**src/hdl/b64d_pkg.sv**
```systemverilog
// Shared types, constants and the symbol lookup for the Base64 stream decoder.
package b64d_pkg;

  // Result status codes
  localparam logic [1:0] STATUS_DATA = 2'd0;
  localparam logic [1:0] STATUS_END  = 2'd1;
  localparam logic [1:0] STATUS_BAD  = 2'd2;
  localparam logic [1:0] STATUS_CAP  = 2'd3;

  // Character constants
  localparam logic [7:0] CHAR_NUL = 8'h00;
  localparam logic [7:0] CHAR_PAD = 8'h3D;   // '='
  localparam logic [7:0] WS_MAX   = 8'd32;   // bytes 1..32 are whitespace

  localparam logic [15:0] LIMIT_RESET = 16'd65533;
  localparam logic [15:0] QUAD_BYTES  = 16'd3;
  localparam logic [15:0] COUNT_MAX   = 16'hFFFF;

  // Job queue between front and back
  localparam int QDEPTH   = 4;
  localparam int QPTR_W   = $clog2(QDEPTH);
  localparam int QCOUNT_W = $clog2(QDEPTH + 1);

  // One queued job: up to three bytes, optionally followed by an end result
  typedef struct packed {
    logic [23:0] bytes;    // first byte in [23:16]
    logic [1:0]  nbytes;
    logic        fin;
    logic [1:0]  status;
  } job_t;

  // Bit 6 set means the character is not an alphabet symbol
  function automatic logic [6:0] b64_symbol(input logic [7:0] c);
    logic [6:0] v;
    v = 7'h40;
    if (c >= 8'h41 && c <= 8'h5A) begin
      v = {1'b0, 6'(c - 8'h41)};
    end else if (c >= 8'h61 && c <= 8'h7A) begin
      v = {1'b0, 6'(c - 8'h61 + 8'd26)};
    end else if (c >= 8'h30 && c <= 8'h39) begin
      v = {1'b0, 6'(c - 8'h30 + 8'd52)};
    end else if (c == 8'h2B) begin
      v = 7'd62;
    end else if (c == 8'h2F) begin
      v = 7'd63;
    end
    return v;
  endfunction

endpackage

```
**src/hdl/b64d_char_if.sv**
```systemverilog
// Input channel carrying one character per transaction.
interface b64d_char_if;
  logic       valid;
  logic       ready;
  logic [7:0] char_in;

  modport source (output valid, output char_in, input ready);
  modport sink   (input valid, input char_in, output ready);
endinterface

```
**src/hdl/b64d_res_if.sv**
```systemverilog
// Output channel carrying one decoded result per transaction.
interface b64d_res_if;
  logic        valid;
  logic        ready;
  logic [7:0]  data_byte;
  logic        has_byte;
  logic [1:0]  status;
  logic        end_of_string;
  logic [15:0] out_count;

  modport source (output valid, output data_byte, output has_byte, output status,
                  output end_of_string, output out_count, input ready);
  modport sink   (input valid, input data_byte, input has_byte, input status,
                  input end_of_string, input out_count, output ready);
endinterface

```
**src/hdl/b64d_front.sv**
```systemverilog
// Front end: accepts characters, gathers symbols and queues output jobs.
module b64d_front
  import b64d_pkg::*;
(
  input  logic         clk_i,
  input  logic         rst_ni,
  b64d_char_if.sink    in_ch,
  input  logic         cfg_we_i,
  input  logic [15:0]  cfg_wdata_i,
  input  logic         full_i,
  output logic         push_o,
  output job_t         job_o
);

  logic [17:0] acc_q, acc_d, acc_e;
  logic [1:0]  cnt_q, cnt_d, cnt_e;
  logic [15:0] cap_q, cap_d, cap_e;
  logic [15:0] limit_q, limit_d;
  logic        ended_q, ended_d;
  logic        accept;
  logic [7:0]  c;
  logic [6:0]  sym;

  assign in_ch.ready = !full_i;
  assign accept      = in_ch.valid && !full_i;
  assign c           = in_ch.char_in;
  assign sym         = b64_symbol(c);

  // State seen by this character: a fresh string after an end
  assign acc_e = ended_q ? '0 : acc_q;
  assign cnt_e = ended_q ? '0 : cnt_q;
  assign cap_e = ended_q ? limit_q : cap_q;

  // Classification and state update
  always_comb begin
    acc_d   = acc_q;
    cnt_d   = cnt_q;
    cap_d   = cap_q;
    limit_d = limit_q;
    ended_d = ended_q;
    push_o  = 1'b0;
    job_o   = '0;
    if (cfg_we_i) begin
      limit_d = cfg_wdata_i;
      cap_d   = cfg_wdata_i;
    end else if (accept) begin
      acc_d   = acc_e;
      cnt_d   = cnt_e;
      cap_d   = cap_e;
      ended_d = 1'b0;
      if (c == CHAR_NUL || c == CHAR_PAD) begin
        // end of string: flush a partial group
        push_o       = 1'b1;
        job_o.fin    = 1'b1;
        job_o.status = STATUS_END;
        case (cnt_e)
          2'd2: begin
            job_o.bytes  = {acc_e[11:4], 16'h0000};
            job_o.nbytes = 2'd1;
          end
          2'd3: begin
            job_o.bytes  = {acc_e[17:10], acc_e[9:2], 8'h00};
            job_o.nbytes = 2'd2;
          end
          default: begin
            job_o.nbytes = 2'd0;
          end
        endcase
        ended_d = 1'b1;
      end else if (sym[6]) begin
        // whitespace is dropped, anything else is an error
        if (c > WS_MAX) begin
          push_o       = 1'b1;
          job_o.fin    = 1'b1;
          job_o.status = STATUS_BAD;
          ended_d      = 1'b1;
        end
      end else if (cnt_e != 2'd3) begin
        acc_d = {acc_e[11:0], sym[5:0]};
        cnt_d = cnt_e + 2'd1;
      end else if (cap_e < QUAD_BYTES) begin
        push_o       = 1'b1;
        job_o.fin    = 1'b1;
        job_o.status = STATUS_CAP;
        ended_d      = 1'b1;
      end else begin
        // full quad: three bytes
        push_o       = 1'b1;
        job_o.bytes  = {acc_e, sym[5:0]};
        job_o.nbytes = 2'd3;
        job_o.status = STATUS_DATA;
        cap_d        = cap_e - QUAD_BYTES;
        acc_d        = '0;
        cnt_d        = '0;
      end
    end
  end

  always_ff @(posedge clk_i or negedge rst_ni) begin
    if (!rst_ni) begin
      acc_q   <= '0;
      cnt_q   <= '0;
      cap_q   <= LIMIT_RESET;
      limit_q <= LIMIT_RESET;
      ended_q <= 1'b0;
    end else begin
      acc_q   <= acc_d;
      cnt_q   <= cnt_d;
      cap_q   <= cap_d;
      limit_q <= limit_d;
      ended_q <= ended_d;
    end
  end

endmodule

```
**src/hdl/b64d_queue.sv**
```systemverilog
// Short job queue decoupling the front end from the result generator.
module b64d_queue
  import b64d_pkg::*;
(
  input  logic  clk_i,
  input  logic  rst_ni,
  input  logic  push_i,
  input  job_t  job_i,
  input  logic  pop_i,
  output logic  full_o,
  output logic  avail_o,
  output job_t  head_o
);

  job_t                mem_q [QDEPTH];
  logic [QPTR_W-1:0]   wr_q, rd_q;
  logic [QCOUNT_W-1:0] cnt_q;

  assign full_o  = (cnt_q == QCOUNT_W'(QDEPTH));
  assign avail_o = (cnt_q != '0);
  assign head_o  = mem_q[rd_q];

  // Storage
  always_ff @(posedge clk_i) begin
    if (push_i) begin
      mem_q[wr_q] <= job_i;
    end
  end

  // Pointers and fill level
  always_ff @(posedge clk_i or negedge rst_ni) begin
    if (!rst_ni) begin
      wr_q  <= '0;
      rd_q  <= '0;
      cnt_q <= '0;
    end else begin
      if (push_i) begin
        wr_q <= wr_q + QPTR_W'(1);
      end
      if (pop_i) begin
        rd_q <= rd_q + QPTR_W'(1);
      end
      if (push_i && !pop_i) begin
        cnt_q <= cnt_q + QCOUNT_W'(1);
      end else if (pop_i && !push_i) begin
        cnt_q <= cnt_q - QCOUNT_W'(1);
      end
    end
  end

endmodule

```
**src/hdl/b64d_back.sv**
```systemverilog
// Back end: expands queued jobs into results and keeps the byte count.
module b64d_back
  import b64d_pkg::*;
(
  input  logic        clk_i,
  input  logic        rst_ni,
  input  logic        avail_i,
  input  job_t        job_i,
  output logic        pop_o,
  b64d_res_if.source  out_ch
);

  logic [1:0]  idx_q, idx_d;
  logic [15:0] cnt_q, cnt_d, cnt_inc;
  logic        vld_q, vld_d;
  logic [7:0]  byte_q, byte_d;
  logic        has_q, has_d;
  logic [1:0]  stat_q, stat_d;
  logic        eos_q, eos_d;
  logic [15:0] oc_q, oc_d;
  logic        load, is_byte, last;
  logic [7:0]  sel_byte;

  assign load    = !vld_q || out_ch.ready;
  assign is_byte = (idx_q < job_i.nbytes);
  assign last    = is_byte ? ((idx_q + 2'd1 == job_i.nbytes) && !job_i.fin) : 1'b1;
  assign pop_o   = load && avail_i && last;
  assign cnt_inc = (cnt_q == COUNT_MAX) ? cnt_q : cnt_q + 16'd1;

  // Byte select within the job
  always_comb begin
    case (idx_q)
      2'd0:    sel_byte = job_i.bytes[23:16];
      2'd1:    sel_byte = job_i.bytes[15:8];
      default: sel_byte = job_i.bytes[7:0];
    endcase
  end

  // Next result into the output register
  always_comb begin
    idx_d  = idx_q;
    cnt_d  = cnt_q;
    vld_d  = vld_q;
    byte_d = byte_q;
    has_d  = has_q;
    stat_d = stat_q;
    eos_d  = eos_q;
    oc_d   = oc_q;
    if (load) begin
      vld_d = avail_i;
      if (avail_i) begin
        idx_d = last ? 2'd0 : idx_q + 2'd1;
        if (is_byte) begin
          byte_d = sel_byte;
          has_d  = 1'b1;
          stat_d = STATUS_DATA;
          eos_d  = 1'b0;
          oc_d   = cnt_inc;
          cnt_d  = cnt_inc;
        end else begin
          byte_d = 8'h00;
          has_d  = 1'b0;
          stat_d = job_i.status;
          eos_d  = 1'b1;
          oc_d   = cnt_q;
          cnt_d  = '0;
        end
      end
    end
  end

  always_ff @(posedge clk_i or negedge rst_ni) begin
    if (!rst_ni) begin
      idx_q <= '0;
      cnt_q <= '0;
      vld_q <= 1'b0;
    end else begin
      idx_q <= idx_d;
      cnt_q <= cnt_d;
      vld_q <= vld_d;
    end
  end

  always_ff @(posedge clk_i) begin
    byte_q <= byte_d;
    has_q  <= has_d;
    stat_q <= stat_d;
    eos_q  <= eos_d;
    oc_q   <= oc_d;
  end

  assign out_ch.valid         = vld_q;
  assign out_ch.data_byte     = byte_q;
  assign out_ch.has_byte      = has_q;
  assign out_ch.status        = stat_q;
  assign out_ch.end_of_string = eos_q;
  assign out_ch.out_count     = oc_q;

endmodule

```
**src/hdl/base64_stream_decoder.sv**
```systemverilog
// Top level of the Base64 stream decoder.
// Takes one character per cycle on in_i while the queue has room. Alphabet symbols
// are gathered in the front end; each fourth symbol, and each '=' or NUL end,
// queues a job of up to three results in a four-entry queue, and the back end hands
// those results out on out_o one per cycle with out_o ready through a registered
// output stage. Whitespace (bytes 1 to 32) and the first three symbols of a quad
// give no result. A quad gives three results for four characters, so a steady
// stream runs at one character per cycle with out_o ready; an end that flushes a
// partial group gives up to three results from one character, and a run of such
// ends stalls input once the queue is full. The end, error and capacity results
// carry end_of_string, and the next character starts a new string. cfg_we_i loads
// the output limit, which also reloads the capacity of the string in progress; write
// it only while the block is idle. Reset needs no clearing pass.
module base64_stream_decoder
  import b64d_pkg::*;
(
  input  logic         clk_i,
  input  logic         rst_ni,
  b64d_char_if.sink    in_i,
  b64d_res_if.source   out_o,
  input  logic         cfg_we_i,
  input  logic [15:0]  cfg_wdata_i
);

  logic push, pop, full, avail;
  job_t job_in, job_head;

  b64d_front u_front (
    .clk_i       (clk_i),
    .rst_ni      (rst_ni),
    .in_ch       (in_i),
    .cfg_we_i    (cfg_we_i),
    .cfg_wdata_i (cfg_wdata_i),
    .full_i      (full),
    .push_o      (push),
    .job_o       (job_in)
  );

  b64d_queue u_queue (
    .clk_i   (clk_i),
    .rst_ni  (rst_ni),
    .push_i  (push),
    .job_i   (job_in),
    .pop_i   (pop),
    .full_o  (full),
    .avail_o (avail),
    .head_o  (job_head)
  );

  b64d_back u_back (
    .clk_i   (clk_i),
    .rst_ni  (rst_ni),
    .avail_i (avail),
    .job_i   (job_head),
    .pop_o   (pop),
    .out_ch  (out_o)
  );

endmodule
```
**src/flat_wrapper.sv**
```systemverilog
// flat-port wrapper written by rule: the top's interface ports become plain ports
module base64_stream_decoder_flat import b64d_pkg::*;
  (clk_i, rst_ni, cfg_we_i, cfg_wdata_i, in_i_valid, in_i_char_in, in_i_ready, out_o_valid, out_o_data_byte, out_o_has_byte, out_o_status, out_o_end_of_string, out_o_out_count, out_o_ready);
  b64d_char_if in_i_i ();
  b64d_res_if out_o_i ();
  input  logic clk_i;
  input  logic rst_ni;
  input  logic cfg_we_i;
  input  logic [15:0] cfg_wdata_i;
  input wire logic [$bits(in_i_i.valid)-1:0] in_i_valid;
  input wire logic [$bits(in_i_i.char_in)-1:0] in_i_char_in;
  output wire logic [$bits(in_i_i.ready)-1:0] in_i_ready;
  output wire logic [$bits(out_o_i.valid)-1:0] out_o_valid;
  output wire logic [$bits(out_o_i.data_byte)-1:0] out_o_data_byte;
  output wire logic [$bits(out_o_i.has_byte)-1:0] out_o_has_byte;
  output wire logic [$bits(out_o_i.status)-1:0] out_o_status;
  output wire logic [$bits(out_o_i.end_of_string)-1:0] out_o_end_of_string;
  output wire logic [$bits(out_o_i.out_count)-1:0] out_o_out_count;
  input wire logic [$bits(out_o_i.ready)-1:0] out_o_ready;
  assign in_i_i.valid = in_i_valid;
  assign in_i_i.char_in = in_i_char_in;
  assign in_i_ready = in_i_i.ready;
  assign out_o_valid = out_o_i.valid;
  assign out_o_data_byte = out_o_i.data_byte;
  assign out_o_has_byte = out_o_i.has_byte;
  assign out_o_status = out_o_i.status;
  assign out_o_end_of_string = out_o_i.end_of_string;
  assign out_o_out_count = out_o_i.out_count;
  assign out_o_i.ready = out_o_ready;
  base64_stream_decoder u_core (.clk_i(clk_i), .rst_ni(rst_ni), .in_i(in_i_i), .out_o(out_o_i), .cfg_we_i(cfg_we_i), .cfg_wdata_i(cfg_wdata_i));
endmodule
```
**config.mk**
```make
export PLATFORM = sky130hd
export DESIGN_NAME = base64_stream_decoder_flat
export DESIGN_NICKNAME = d
export VERILOG_FILES = /design/src/hdl/b64d_pkg.sv /design/src/hdl/b64d_char_if.sv /design/src/hdl/b64d_res_if.sv /design/src/hdl/b64d_front.sv /design/src/hdl/b64d_queue.sv /design/src/hdl/b64d_back.sv /design/src/hdl/base64_stream_decoder.sv /design/src/flat_wrapper.sv
export SDC_FILE = /design/constraint.sdc
export NUM_CORES = 1
export LEC_CHECK = 0
export BUFFER_PORTS_ARGS = -buffer_cell sky130_fd_sc_hd__clkbuf_2
export CELL_PAD_IN_SITES_DETAIL_PLACEMENT = 0
export CELL_PAD_IN_SITES_GLOBAL_PLACEMENT = 1
export CORE_ASPECT_RATIO = 0.75
export CORE_MARGIN = 8
export CORE_UTILIZATION = 25
export DETAILED_ROUTE_END_ITERATION = 8
export HOLD_SLACK_MARGIN = 0.12
export PLACE_DENSITY_LB_ADDON = 0.05
export SETUP_SLACK_MARGIN = 0.02
export SYNTH_ARGS = -nofsm -noshare
export SYNTH_HDL_FRONTEND = slang
export SYNTH_HIERARCHICAL = 1
export SYNTH_SLANG_ARGS = --single-unit
```
**constraint.sdc**
```tcl
create_clock -name clk_i -period 4.3 [get_ports clk_i]
set_input_delay 0.43 -clock clk_i [delete_from_list [all_inputs] [get_ports clk_i]]
set_output_delay 0.43 -clock clk_i [all_outputs]
set_load 0.01 [all_outputs]
```
## Word-level counts from Yosys, hierarchy flattened

Memory sizes are Yosys's and may differ from the RTL's.
Index checks and enable logic that the tools add are counted.

| cells by class | value |
|---|---|
| reductions and logical operators | 23 |
| $lt $le $gt $ge | 9 |
| $add $sub $neg | 13 |
| multiplexer cells | 55 |
| bitwise logic cells | 1 |
| equality and inequality tests | 10 |

Operators with widths:

| kind | count |
|---|---|
| 16-bit two-way mux | 10 |
| 29-bit two-way mux | 4 |
| 18-bit two-way mux | 5 |
| 26-bit two-way mux | 2 |
| 24-bit one-hot mux with 2 select lines | 1 |
| 7-bit two-way mux | 5 |
| 8-bit by 6-bit == test with 1-bit output, second input constant | 3 |
| 16-bit by 1-bit adder with 16-bit output, second input constant | 1 |
| 16-bit == test, second input constant | 1 |
| 8-bit by 7-bit greater-or-equal comparator with 1-bit output, second input constant | 2 |
| 8-bit by 7-bit less-or-equal comparator with 1-bit output, second input constant | 2 |
| 16-bit by 2-bit < comparator with 1-bit output, second input constant | 1 |
| 8-bit one-hot mux with 2 select lines | 1 |
| 16-bit by 2-bit subtractor with 16-bit output, second input constant | 1 |
| 1-bit two-way mux | 15 |
| 2-bit two-way mux | 7 |
| 3-bit two-way mux | 4 |
| 6-bit subtractor, second input constant | 2 |
| 1-bit logical AND | 9 |
| 2-bit by 1-bit adder with 2-bit output, second input constant | 4 |
| 8-bit by 6-bit greater-or-equal comparator with 1-bit output, second input constant | 1 |
| 8-bit by 6-bit greater-than comparator with 1-bit output, second input constant | 1 |
| 8-bit by 6-bit less-or-equal comparator with 1-bit output, second input constant | 1 |
| 8-bit logical NOT | 1 |
| 19 further kinds | 27 |

| storage, ports and cells | value |
|---|---|
| bits in registers | 107 |
| memories kept | 1 |
| input port bits | 29 |
| output and inout bits | 30 |
| bits in writable memories | 116 |

Memory list:

| memory | depth | width | rd ports | clocked after Yosys merged registers in | write ports | RTL line | source |
|---|---|---|---|---|---|---|---|
| u_core.u_queue.mem_q | 4 | 29 | 1 | 0 | 1 | b64d_queue.sv:15 | `job_t mem_q [QDEPTH];` |

## Logic depth before layout (Yosys ltp)

Gate-level depths: netlist of run 1.

| logic depth | value |
|---|---|
| word-level depth | 14 |
| gate-level depth with buffers | 16 |
| depth with buffers taken out | 15 |

## Modules after synthesis

The synthesis of run 1 kept the hierarchy.

By module, submodules not included:

| module | cells an instance | instances | seq. area each (um2) | area an instance (um2) |
|---|---|---|---|---|
| b64d_queue | 185 | 1 | 3,658.5 | 4,579.4 |
| b64d_front | 416 | 1 | 1,363.8 | 3,871.2 |
| b64d_back | 228 | 1 | 1,316.3 | 2,551.2 |

## Worst setup path before layout of run 1

Ideal clock, no wire load.

| path | value |
|---|---|
| kind | register to register |
| from | register u_core.u_front.ended_q |
| to | memory u_core/u_queue/mem_q[0][0] (netlist bit) (enable) |
| arrival time | 3.044 ns |
| library setup time | 0.389 ns |
| stages on the path, launching flop included | 12 |
| path buffers | 4 |
| slack | 0.867 ns |
| required time | 3.911 ns |
| cell sequence | dfrtp_1 > buf_6 > buf_2 > buf_1 > inv_1 > nand2_1 > inv_1 > ha_1 > clkbuf_1 > o21ai_0 > a21oi_1 > and2_1 |

| between the ends | value |
|---|---|
| cells in the longest elaborated chain, start to end | 9 |

RTL lines:

| what | RTL line | source |
|---|---|---|
| start: declaration | b64d_front.sv:19 | `logic ended_q, ended_d;` |
| start signal: assignment | b64d_front.sv:111 | `ended_q <= ended_d;` |
| 2-bit two-way mux | b64d_front.sv:31 | `assign cnt_e = ended_q ? '0 : cnt_q;` |
| 2-bit inequality test | b64d_front.sv:78 | `end else if (cnt_e != 2'd3) begin` |
| 1-bit two-way mux | b64d_front.sv:78 |  |
| 1-bit two-way mux | b64d_front.sv:70 | `end else if (sym[6]) begin` |
| 1-bit two-way mux | b64d_front.sv:51 | `if (c == CHAR_NUL \|\| c == CHAR_PAD) begin` |
| 1-bit two-way mux | b64d_front.sv:46 | `end else if (accept) begin` |
| 1-bit two-way mux | b64d_front.sv:43 | `if (cfg_we_i) begin` |
| net u_core.push | base64_stream_decoder.sv:25 | `logic push, pop, full, avail;` |
| 1-bit two-way mux | b64d_queue.sv:25 | `if (push_i) begin` |
| 1-bit two-way mux (implied by the code) | b64d_queue.sv:26 | `mem_q[wr_q] <= job_i;` |
| end: declaration | b64d_queue.sv:15 |  |

The timed path passes the listed nets, and every way through them passes these cells.

==> results by group, run 1 <==
Run status
  • Status: finished clean

Critical path
  • Crit path kind: flop to flop
  • R2R Path Start: u_core/u_front/ended_q
  • Worst path max stage delay: about 0.61 ns
  • CP Capture Type: flop
  • Startpoint types: flop
  • Delay-heaviest family, CP: simple AND/OR/NAND/NOR gates
  • R2r setup slk: 0.61 ns
  • Crit-path max FO: 8
  • CP startpoint: u_core/u_front/ended_q
  • Critical path cell sequence: mux2i_1 > inv_1 > ha_1 > or4b_1 > o2bb2a_2 > and3_1 > nand2_1 > mux2_2 > nor3_1 > buf_4
  • Crit path DAT: 4.11 ns
  • Worst Path Buf+Inv: 2
  • Slowest stage cell, crit path: nor3_1
  • Worst endpoint required time: between 4 and 5 ns

Clocking
  • Num CTS Buffers: 26
  • H-tree depth: 1
  • Clock Latency Late Sink: 0.55 ns
  • CTS Sinks: 223
  • Clk buf depth: 3
  • CTS resizes: 0
  • Root Driver: clkbuf_16
  • CTS Hold Bufs: 6
  • CTS tree: yes
  • Postcts setup bufs: 0
  • Clock transition at path regs: 0.06 ns

Detailed routing
  • M1 wire length: between 15 and 20 mm
  • Routed Wire Length: 30.4 mm
  • Detailed Route Iter0 Violations: 347
  • Post-route ant nets: 0
  • WL/cell: 20.3 um
  • Met3 WL: 1.12 mm
  • Drc violations: 0
  • Drt pass-1 iters: 5
  • Vias per inst: 4.77
  • Top Metal Used: met4
  • Routed wl met2: 12.9 mm
  • Vias: 7,148

Synthesis
  • Synth Area in Compound Gates: 11.8%
  • Mux contribution to synthesized area: 9.95%
  • Top post-synthesis cells by area: edfxtp_1 (39%), dfrtp_1 (11%), dfstp_2 (7.2%), mux4_2 (5.7%), ha_1 (3.0%)
  • Synth Area in Simple Gates: 11.4%
  • Syn Area/Cell: 13.3 um2
  • Synth Area in XOR/XNOR: 2.55%
  • Largest family of logic cells by synthesized area: compound AO/OA/AOI/OAI gates
  • Synth top area share: 39.3%
  • Async SR Flop Fraction: roughly 35%
  • Most frequent cells after synthesis: edfxtp_1 (144), nand2_1 (60), dfrtp_1 (49)
  • Yosys warning count: 6
  • Syn nets: a little under 900
  • Cell taking the most area after synthesis: edfxtp_1
  • Synth cell types: 84
  • Predominant post-synthesis flop cell: edfxtp_1
  • Post-synthesis sequential area ratio: ~58%
  • Synth Instances: 829
  • Dominant cell by count in the synthesized netlist: edfxtp_1
  • Post-synthesis adder-cell area fraction: 3.14%
  • Cell area after synthesis: 11,000 um2
  • EDFF count, synth: approximately 140
  • Number of synthesized register bits: 223

Timing
  • Fmax: 271 MHz
  • Final setup slack of the worst path: 0.611 ns
  • Tightest Pin Transition: 0.940 ns
  • Setup Skew: around 0.014 ns
  • Final hold violation count: 0
  • RSZ-0062 raised after global routing: false
  • Tmin final: 3.69 ns
  • Final setup fails: 0
  • Slew Limit Fails: 0
  • Period utilization: 85.8%
  • Fin Setup TNS: 0 ns
  • Slew headroom: 37.2%

Floorplanning
  • Initial Util: between 20% and 30%
  • Io pins: 59
  • DIE AREA: just over 50,000 um2
  • CORE AREA: 43,400 um2
  • Row Count: 66
  • Chip Height: 198 um
  • Die width: 258 um

Global routing
  • Total GRT Usage: 11.8%
  • First-pass GRT wire length: approximately 47 mm
  • GR Overflow Total: 0
  • Initial antenna violation count: 1
  • Largest net degree at the start of global routing: 56
  • Vias in the first global route: 7,473

Placement
  • Pre-CTS setup slack: 0.632 ns
  • HPWL Detailed: 20.4 mm
  • Gpl congestion: between 0.7 and 0.8
  • Port buffer count: 58

Finish
  • Final nets: 958
  • ANT cells: 0
  • Ratio of cells with drive above 1 in the final layout: 25.1%
  • Fin util: 29.7%
  • Area Overhead vs Synth: 17.1%

Power and ir drop
  • Pwr dens: 569 nW/um2
  • Total Power: 7330 uW
  • Maximum vdd drop: slightly below 0.3 mV
  • Leak pwr: 0.00470 uW

Worst hold path
  • Hold/Removal Path Class: input port to flop
  • Min-delay src: cfg_wdata_i[0]

Run
  • Maxcap violations: 0
## per-layer routing
metal / GRT usage, % / up-vias
li1: - / 3318
met1: 17.6 / 3665
met2: 17.5 / 127
met3: 2.21 / 38
met4: 2.27 / 0
met5: 0 / -
## worst reg2reg max path, stage by stage, from the launching register on
cell and delay, ns:
dfrtp_1 0.42, mux2i_1 0.35, inv_1 0.10, ha_1 0.22
or4b_1 0.50, o2bb2a_2 0.35, and3_1 0.39, nand2_1 0.09
mux2_2 0.29, nor3_1 0.61, buf_4 0.25
## layout by cell type, fill, tap and decap left out, types with 10 or more instances in the layout
| master | instances |
|---|---|
| dfrtp_1 | 48 |
| buf_4 | 27 |
| a21oi_1 | 44 |
| o21ai_0 | 34 |
| mux2i_1 | 22 |
| a211oi_1 | 12 |
| a22oi_1 | 18 |
| a22o_1 | 19 |
| nand3_1 | 17 |
| xor2_1 | 12 |
| nand2_1 | 60 |
| clkbuf_2 | 57 |
| ha_1 | 26 |
| nor2b_1 | 10 |
| nor2_1 | 31 |
| clkbuf_16 | 26 |
| xnor2_1 | 20 |
| inv_1 | 25 |
| mux2_2 | 18 |
| dfstp_2 | 30 |
| edfxtp_1 | 144 |
| o211ai_1 | 11 |
| mux4_2 | 28 |
| and2_1 | 16 |
## area by class of cell
type | count | area (um2)
clock buffers | 32 | 713
clock inverters | 16 | 176
fillers | 4467 | 30500
inverters | 28 | 105
multi-input cells | 533 | 4280
flip-flops and latches | 223 | 6340
well taps | 578 | 723
repair buffers | 90 | 548
## final timing paths
kind | end | depth (start not counted)
max in group asynchronous | u_core/u_queue/rd_q[0] | 3
min | u_core/u_front/cap_q[0] | 3
max | u_core/u_queue/mem_q[2][1] | 10
max reg2reg | u_core/u_queue/mem_q[2][1] | 10
min reg2reg | u_core/u_front/cnt_q[1] | 2
min in group asynchronous | u_core/u_front/acc_q[3] | 2
## report_power, final
part / total, uW / switching [uW] / internal [uW]
logic: 2170 / 1330 / 842
registers: 2890 / 178 / 2710
clock network: 2270 / 912 / 1360
## registers in the layout, summed over array words and instances (netlist names), 2 cells and up
name,flops
u_core/u_front/acc_q,18
u_core/u_back/cnt_q,16
u_core/u_back/idx_q,2
u_core/u_back/out_ch.data_byte,8
u_core/u_back/out_ch.out_count,16
u_core/u_front/limit_q,16
u_core/u_queue/rd_q,2
u_core/u_queue/wr_q,2
u_core/u_queue/mem_q,116
u_core/u_front/cap_q,16
u_core/u_back/out_ch.status,2
u_core/u_queue/cnt_q,3
u_core/u_front/cnt_q,2
## stage by stage
step / std cells / hold WS, ns / cell area (um2)
global route: 1500 / 0.126 / 12900
CTS: 1500 / 0.123 / 12900
floorplan: 829 / 0.134 / 11000
global placement: 1446 / 0.466 / 11900
finish: 1500 / 0.145 / 12900
detailed placement: 1446 / 0.465 / 11900
## cell families after synthesis
group | Yosys count
flip-flops | 223
AND/OR/NAND/NOR | 216
AO/OA/AOI/OAI | 188
buffers and inverters | 73
multiplexers | 70
XOR/XNOR | 32
adder cells (fa/ha/maj) | 27
Power figures use the tool's default switching activity.
==> run 2: changes to the inputs <==
- CORE_UTILIZATION: 25 -> 51
- GPL_TIMING_DRIVEN: not set -> 0
==> results by group, run 2 (synthesis results as in run 1) <==
Run status
  • Status: finished clean

Detailed routing
  • Drc violations: 0 (unchanged)
  • Vias per inst: 5.96 (+25%)
  • Drt pass-1 iters: 7 (+2)
  • WL/cell: 20.9 um (+3.1%)
  • Vias: 7,255 (+1.5%)
  • Detailed Route Iter0 Violations: 639 (+84%)
  • Post-route ant nets: 0 (unchanged)
  • Routed Wire Length: 25.5 mm (-16%)

Power and ir drop
  • Clk pwr share: 28.8% (-2.2 points)
  • Pwr dens: 565 nW/um2 (-0.72%)
  • Maximum vdd drop: 0.254 mV (-13%)
  • NetSw: 2250 uW (-7.1%)
  • Gate power share: 30.3% (+0.7 points)
  • Sequential share of power: 40.9% (+1.5 points)
  • Pint: 4800 uW (-2.4%)
  • Net Sw Frac: 31.9% (-1.1 points)
  • Leak pwr: 0.00468 uW (-0.40%)

Placement
  • Gpl congestion: 0.850 (+12%)
  • HPWL Detailed: 17.6 mm (-14%)
  • Placed Instances: 1,174 (-19%)
  • Port buffer count: 56 (-3.4%)
  • Pre-CTS setup slack: 0.140 ns (-0.492 ns)

Finish
  • Largest registers: u_core/u_queue/mem_q (116), u_core/u_front/acc_q (18)
  • Ratio of cells with drive above 1 in the final layout: 24.9% (-0.19 points)
  • ANT cells: 0 (unchanged)
  • Number of flip-flops under the largest register name: 116 (unchanged)
  • Largest Register: u_core/u_queue/mem_q
  • Final nets: 968 (+1.0%)
  • Commonest non-fill, non-tap cells in the layout: edfxtp_1 (144), nand2_1 (60), clkbuf_2 (57), dfrtp_1 (49), a21oi_1 (43)
  • Area Overhead vs Synth: 13.3%
  • Filler-free cell count of the finished design: 1,217 (-19%)
  • Most common cell after layout, fill and taps aside: edfxtp_1

Floorplanning
  • Initial Util: 51.9% (+27 points)
  • Die width: 186 um (-28%)
  • Row Count: 46 (-30%)
  • Io pins: 59 (unchanged)
  • DIE AREA: 26,600 um2 (-48%)
  • Chip Height: 143 um (-28%)
  • CORE AREA: 21,200 um2 (-51%)

Clocking
  • Clock transition at path regs: 0.06 ns (about the same)
  • Clk buf depth: 3 (unchanged)
  • H-tree depth: 1 (unchanged)
  • Root Driver: clkbuf_16
  • Num CTS Buffers: 23 (-12%)
  • CTS Sinks: 223 (unchanged)
  • CTS tree: yes
  • Clock Latency Late Sink: 0.51 ns (-0.04 ns)

Timing
  • Tightest Pin Transition: 0.835 ns (-0.105 ns)
  • Setup Skew: 0.0222 ns (+0.00864 ns)
  • Tmin final: 4.09 ns (+0.405 ns)
  • Worst hold slack: 0.176 ns (+0.0309 ns)
  • Final setup fails: 0 (unchanged)
  • Fmax: 244 MHz (-9.9%)
  • Slew Limit Fails: 0 (unchanged)
  • RSZ-0062 raised after global routing: false
  • Slew headroom: 44.1% (+6.9 points)
  • Period utilization: 95.2% (+9.4 points)
  • Final setup slack of the worst path: 0.206 ns (-0.405 ns)
  • Final hold violation count: 0 (unchanged)

Critical path
  • Startpoint types: flop
  • Worst Path Buf+Inv: 4 (+2)
  • R2r setup slk: 0.21 ns (-0.40 ns)
  • Crit-path most repeated cell: buf_6
  • Worst endpoint required time: 4.51 ns (-0.21 ns)
  • Delay-heaviest family, CP: simple AND/OR/NAND/NOR gates
  • Crit path DAT: 4.30 ns (+0.19 ns)
  • Crit-path max FO: 10 (+2)
  • Slowest stage cell, crit path: nor3_1
  • Crit path kind: flop to flop
  • Critical path cell sequence: buf_6 > buf_2 > mux2i_1 > inv_1 > ha_1 > or4b_1 > o2bb2a_2 > and3_1 > buf_6 > nand2_1 > mux2_2 > nor3_1
  • CP Capture Type: flop
  • Worst path max stage delay: 0.58 ns (-0.03 ns)

Worst hold path
  • Hold/Removal Path Class: input port to flop

Global routing
  • GR Overflow Total: 0 (unchanged)
  • Total GRT Usage: 19.2% (+7.4 points)
  • Largest net degree at the start of global routing: 60 (+7.1%)
  • Initial antenna violation count: 0 (-1)
  • Vias in the first global route: 7,186 (-3.8%)
  • First-pass GRT wire length: 39.9 mm (-15%)

Run
  • Maxcap violations: 0 (unchanged)
run 2: cell types whose count changed in the layout (fill, tap and decap cells not counted), moves of 4 or more:
cell and delta:
buf_4 -23, buf_2 +13, clkbuf_1 +12, buf_6 +10
buf_1 +5, clkinv_2 +5, dlygate4sd3_1 -5, and2_1 -4
and2_2 +4, clkbuf_8 -4, clkinvlp_4 -4
run 2: per-stage QoR:
step	util, %	setup TNS, ns	power [uW]	cell area [um2]
2_1_floorplan	-	0	4380	11000
3_3_place_gp	55.0	-33.82	5000	11600
3_5_place_dp	55.1	0	5060	11700
4_1_cts	58.8	0	7110	12500
5_1_grt	58.9	0	7400	12500
6_report	58.9	0	7050	12500
run 2: power by group through the flow:
stage	registers, uW	clock network, uW	logic (uW)
3_5_place_dp	2920	0	2140
4_1_cts	2880	2080	2150
2_1_floorplan	2930	0	1440
3_3_place_gp	2900	0	2100
5_1_grt	2920	2150	2340
6_report	2880	2030	2130
run 2: final cells by class:
class                      instances  area [um2]
inverter                          28         105
clock inverter                    15         178
timing repair buffer              58         320
sequential                       223        6340
fill                            1740        8710
multi-input combinational        533        4300
tap                              288         360
buffer                            45         282
clock buffer                      27         591
run 2: tightest hold or removal path, stage by stage:
cell and delay [ns]:
clkbuf_2 0.08, nand2_1 0.07, o21ai_0 0.08
run 2: what timing repair did:
item	in CTS	in global routing
buffers inserted	0	0
endpoints found under the setup margin	0	130
resized for setup	0	5
hold endpoints to repair	20	0
hold buffers	1	0
run 2: layer usage:
layer  global-route usage, %  up-vias  part of all wire [%]
li1                        -     3342                     -
met1                    28.9     3668                    48
met2                    29.3      216                    45
met3                    2.97       29                   5.6
met4                    3.54        0                   1.5
met5                       0        -                     0
run 2: path summary, 6_finish.rpt:
check | from | end | cells after the start
setup / recovery | u_core/u_front/ended_q | u_core/u_queue/mem_q[3][1] | 12
hold / removal | cfg_wdata_i[0] | u_core/u_front/limit_q[0] | 3
setup reg to reg | u_core/u_front/ended_q | u_core/u_queue/mem_q[3][1] | 12
min in group asynchronous | rst_ni | u_core/u_queue/rd_q[1] | 2
hold reg to reg | u_core/u_front/cnt_q[1] | u_core/u_front/cnt_q[1] | 2
max in group asynchronous | rst_ni | u_core/u_front/limit_q[9] | 3
==> run 3: changes to the inputs <==
- CORE_UTILIZATION: 51 -> 46
- clock period: 4.3 -> 3.55 ns (I/O delays scaled with it)
==> results by group, run 3 (synthesis results as in run 1) <==
Clocking
  • Clock Latency Late Sink: 0.52 ns (about the same)
  • CTS Sinks: 223 (unchanged)
  • Clock transition at path regs: 0.06 ns (about the same)
  • Num CTS Buffers: 24 (+4.3%)
  • H-tree depth: 1 (unchanged)
  • Root Driver: clkbuf_16
  • Clk buf depth: 3 (unchanged)
  • CTS tree: yes

Placement
  • Port buffer count: 56 (unchanged)
  • Gpl congestion: 0.849 (about the same)
  • Post-DP Area: 11,700 um2 (+0.19%)
  • HPWL Detailed: 18.0 mm (+2.7%)

Run
  • Maxcap violations: 0 (unchanged)

Floorplanning
  • Chip Height: 150 um (+4.7%)
  • Initial Util: 46.4% (-5.6 points)
  • Die width: 195 um (+4.8%)
  • CORE AREA: 23,700 um2 (+12%)
  • Io pins: 59 (unchanged)
  • DIE AREA: 29,200 um2 (+9.8%)
  • Row Count: 49 (+6.5%)

Worst hold path
  • Min-delay src: cfg_wdata_i[7]
  • Hold path cells: 2 (-1)
  • Hold/Removal Path Class: input port to flop
  • Hold path endpoint: u_core/u_front/limit_q[7]

Detailed routing
  • Drt pass-1 iters: 5 (-2)
  • Drc violations: 0 (unchanged)
  • Vias: 7,251 (-0.055%)
  • WL/cell: 20.9 um (-0.20%)
  • Vias per inst: 5.78 (-3.1%)
  • Detailed Route Iter0 Violations: 593 (-7.2%)
  • Post-route ant nets: 0 (unchanged)
  • Routed Wire Length: 26.2 mm (+2.9%)

Power and ir drop
  • NetSw: 2760 uW (+23%)
  • Leak pwr: 0.00479 uW (+2.3%)
  • Pint: 5770 uW (+20%)
  • Net Sw Frac: 32.4% (+0.46 points)
  • Maximum vdd drop: 0.375 mV (+48%)
  • Pwr dens: 667 nW/um2 (+18%)
  • Clk pwr share: 27.6% (-1.2 points)
  • Sequential share of power: 40.9% (about the same)
  • Gate power share: 31.5% (+1.2 points)

Timing
  • Fin Setup TNS: 0 ns (unchanged)
  • Slew headroom: 38.3% (-5.8 points)
  • Period utilization: 96.3% (+1.1 points)
  • Tmin final: 3.42 ns (-0.676 ns)
  • Fmax: 293 MHz (+20%)
  • Tightest Pin Transition: 0.922 ns (+0.0872 ns)
  • Final hold violation count: 0 (unchanged)
  • Slew Limit Fails: 0 (unchanged)
  • Final setup fails: 0 (unchanged)
  • Worst hold slack: 0.149 ns (-0.0272 ns)
  • Setup Skew: 0.0172 ns (-0.00504 ns)
  • RSZ-0062 raised after global routing: false

Finish
  • Most common cell after layout, fill and taps aside: edfxtp_1
  • Commonest non-fill, non-tap cells in the layout: edfxtp_1 (144), nand2_1 (59), clkbuf_2 (57), dfrtp_1 (48), a21oi_1 (41)
  • Ratio of cells with drive above 1 in the final layout: 27.4% (+2.6 points)
  • Largest registers: u_core/u_queue/mem_q (116), u_core/u_front/acc_q (18)
  • Largest Register: u_core/u_queue/mem_q
  • Final nets: 989 (+2.2%)
  • Post-route cell area: 12,800 um2 (+2.6%)
  • Area Overhead vs Synth: 16.3%
  • Number of flip-flops under the largest register name: 116 (unchanged)
  • Fin util: 53.9% (-5.0 points)

Critical path
  • Crit-path max FO: 10 (unchanged)
  • Worst reg2reg path endpoint: u_core/u_queue/mem_q[1][25]
  • CP Capture Type: flop
  • R2R cell count: 13 (+1)
  • Crit path DAT: 3.67 ns (-0.63 ns)
  • R2r setup slk: 0.13 ns (-0.07 ns)
  • R2R Path Start: u_core/u_front/ended_q
  • Worst endpoint required time: 3.80 ns (-0.71 ns)
  • Startpoint types: flop
  • Crit path kind: flop to flop

Global routing
  • First-pass GRT wire length: 42.0 mm (+5.4%)
  • Vias in the first global route: 7,430 (+3.4%)
  • Total GRT Usage: 18.0% (-1.2 points)
  • Initial antenna violation count: 0 (unchanged)
  • GR Overflow Total: 0 (unchanged)
  • Largest net degree at the start of global routing: 59 (-1.7%)

Run status
  • Status: finished clean
[run 3: timing repair]
action | in CTS | in global routing
hold buffers | 15 | 1
resized for setup | 34 | 22
pin swaps | 4 | 7
endpoints found under the hold margin | 43 | 1
endpoints found under the setup margin | 264 | 99
buffers inserted | 1 | 4
[run 3: how the worst max path moves through the flow]
stage	endpoint	slack, ns	cells after the start	from
2_1_floorplan	u_core/u_queue/mem_q[0][0]	0.12	11	u_core/u_front/ended_q
3_3_place_gp	u_core/u_queue/mem_q[0][8]	-1.13	11	u_core/u_front/ended_q
3_5_place_dp	u_core/u_queue/mem_q[2][7]	-0.78	12	u_core/u_front/ended_q
4_1_cts	u_core/u_queue/mem_q[2][18]	0.03	13	u_core/u_front/ended_q
5_1_grt	u_core/u_queue/cnt_q[2]	0.009	16	u_core/u_front/ended_q
6_report	u_core/u_queue/mem_q[1][25]	0.13	13	u_core/u_front/ended_q
[run 3: critical path: stages, from the launching register on]
cell and delay, ns:
dfrtp_2 0.39, buf_6 0.17, buf_12 0.16, mux2i_4 0.25, inv_1 0.08, ha_1 0.23
or4b_4 0.51, o2bb2a_4 0.26, and3_1 0.18, buf_6 0.14, a211o_4 0.13, buf_6 0.16
a211oi_1 0.13, a22o_2 0.37
[run 3: cell type report]
class	count	area, um2
Fill cell	1991	10900
Sequential cell	223	6340
Multi-Input combinational cell	533	4410
Clock buffer	28	616
Timing Repair Buffer	78	508
Tap cell	306	383
Buffer	45	305
Clock inverter	13	123
Inverter	28	105
Antenna cell	1	2.50
[run 3: metal layers]
metal | global-route usage (%) | part of all wire (%) | vias to the layer above
met5 | 0 | 0 | -
met1 | 26.4 | 48 | 3634
li1 | - | - | 3378
met4 | 3.66 | 1.6 | 0
met2 | 28.2 | 45 | 209
met3 | 2.76 | 5.6 | 30
[run 3: stage by stage]
stage | std cells | power (uW) | worst slack [ns]
5_1_grt | 1254 | 9020 | 0.00886
6_report | 1255 | 8530 | 0.133
3_5_place_dp | 1192 | 6140 | -0.783
2_1_floorplan | 829 | 5300 | 0.117
3_3_place_gp | 1191 | 6070 | -1.13
4_1_cts | 1249 | 8580 | 0.0316
[run 3: power by group through the flow]
stage          Combinational (uW)  Sequential [uW]  Clock, uW
6_report                     2690             3490       2360
5_1_grt                      2950             3540       2540
4_1_cts                      2670             3490       2420
3_5_place_dp                 2600             3540          0
3_3_place_gp                 2550             3520          0
2_1_floorplan                1750             3550          0
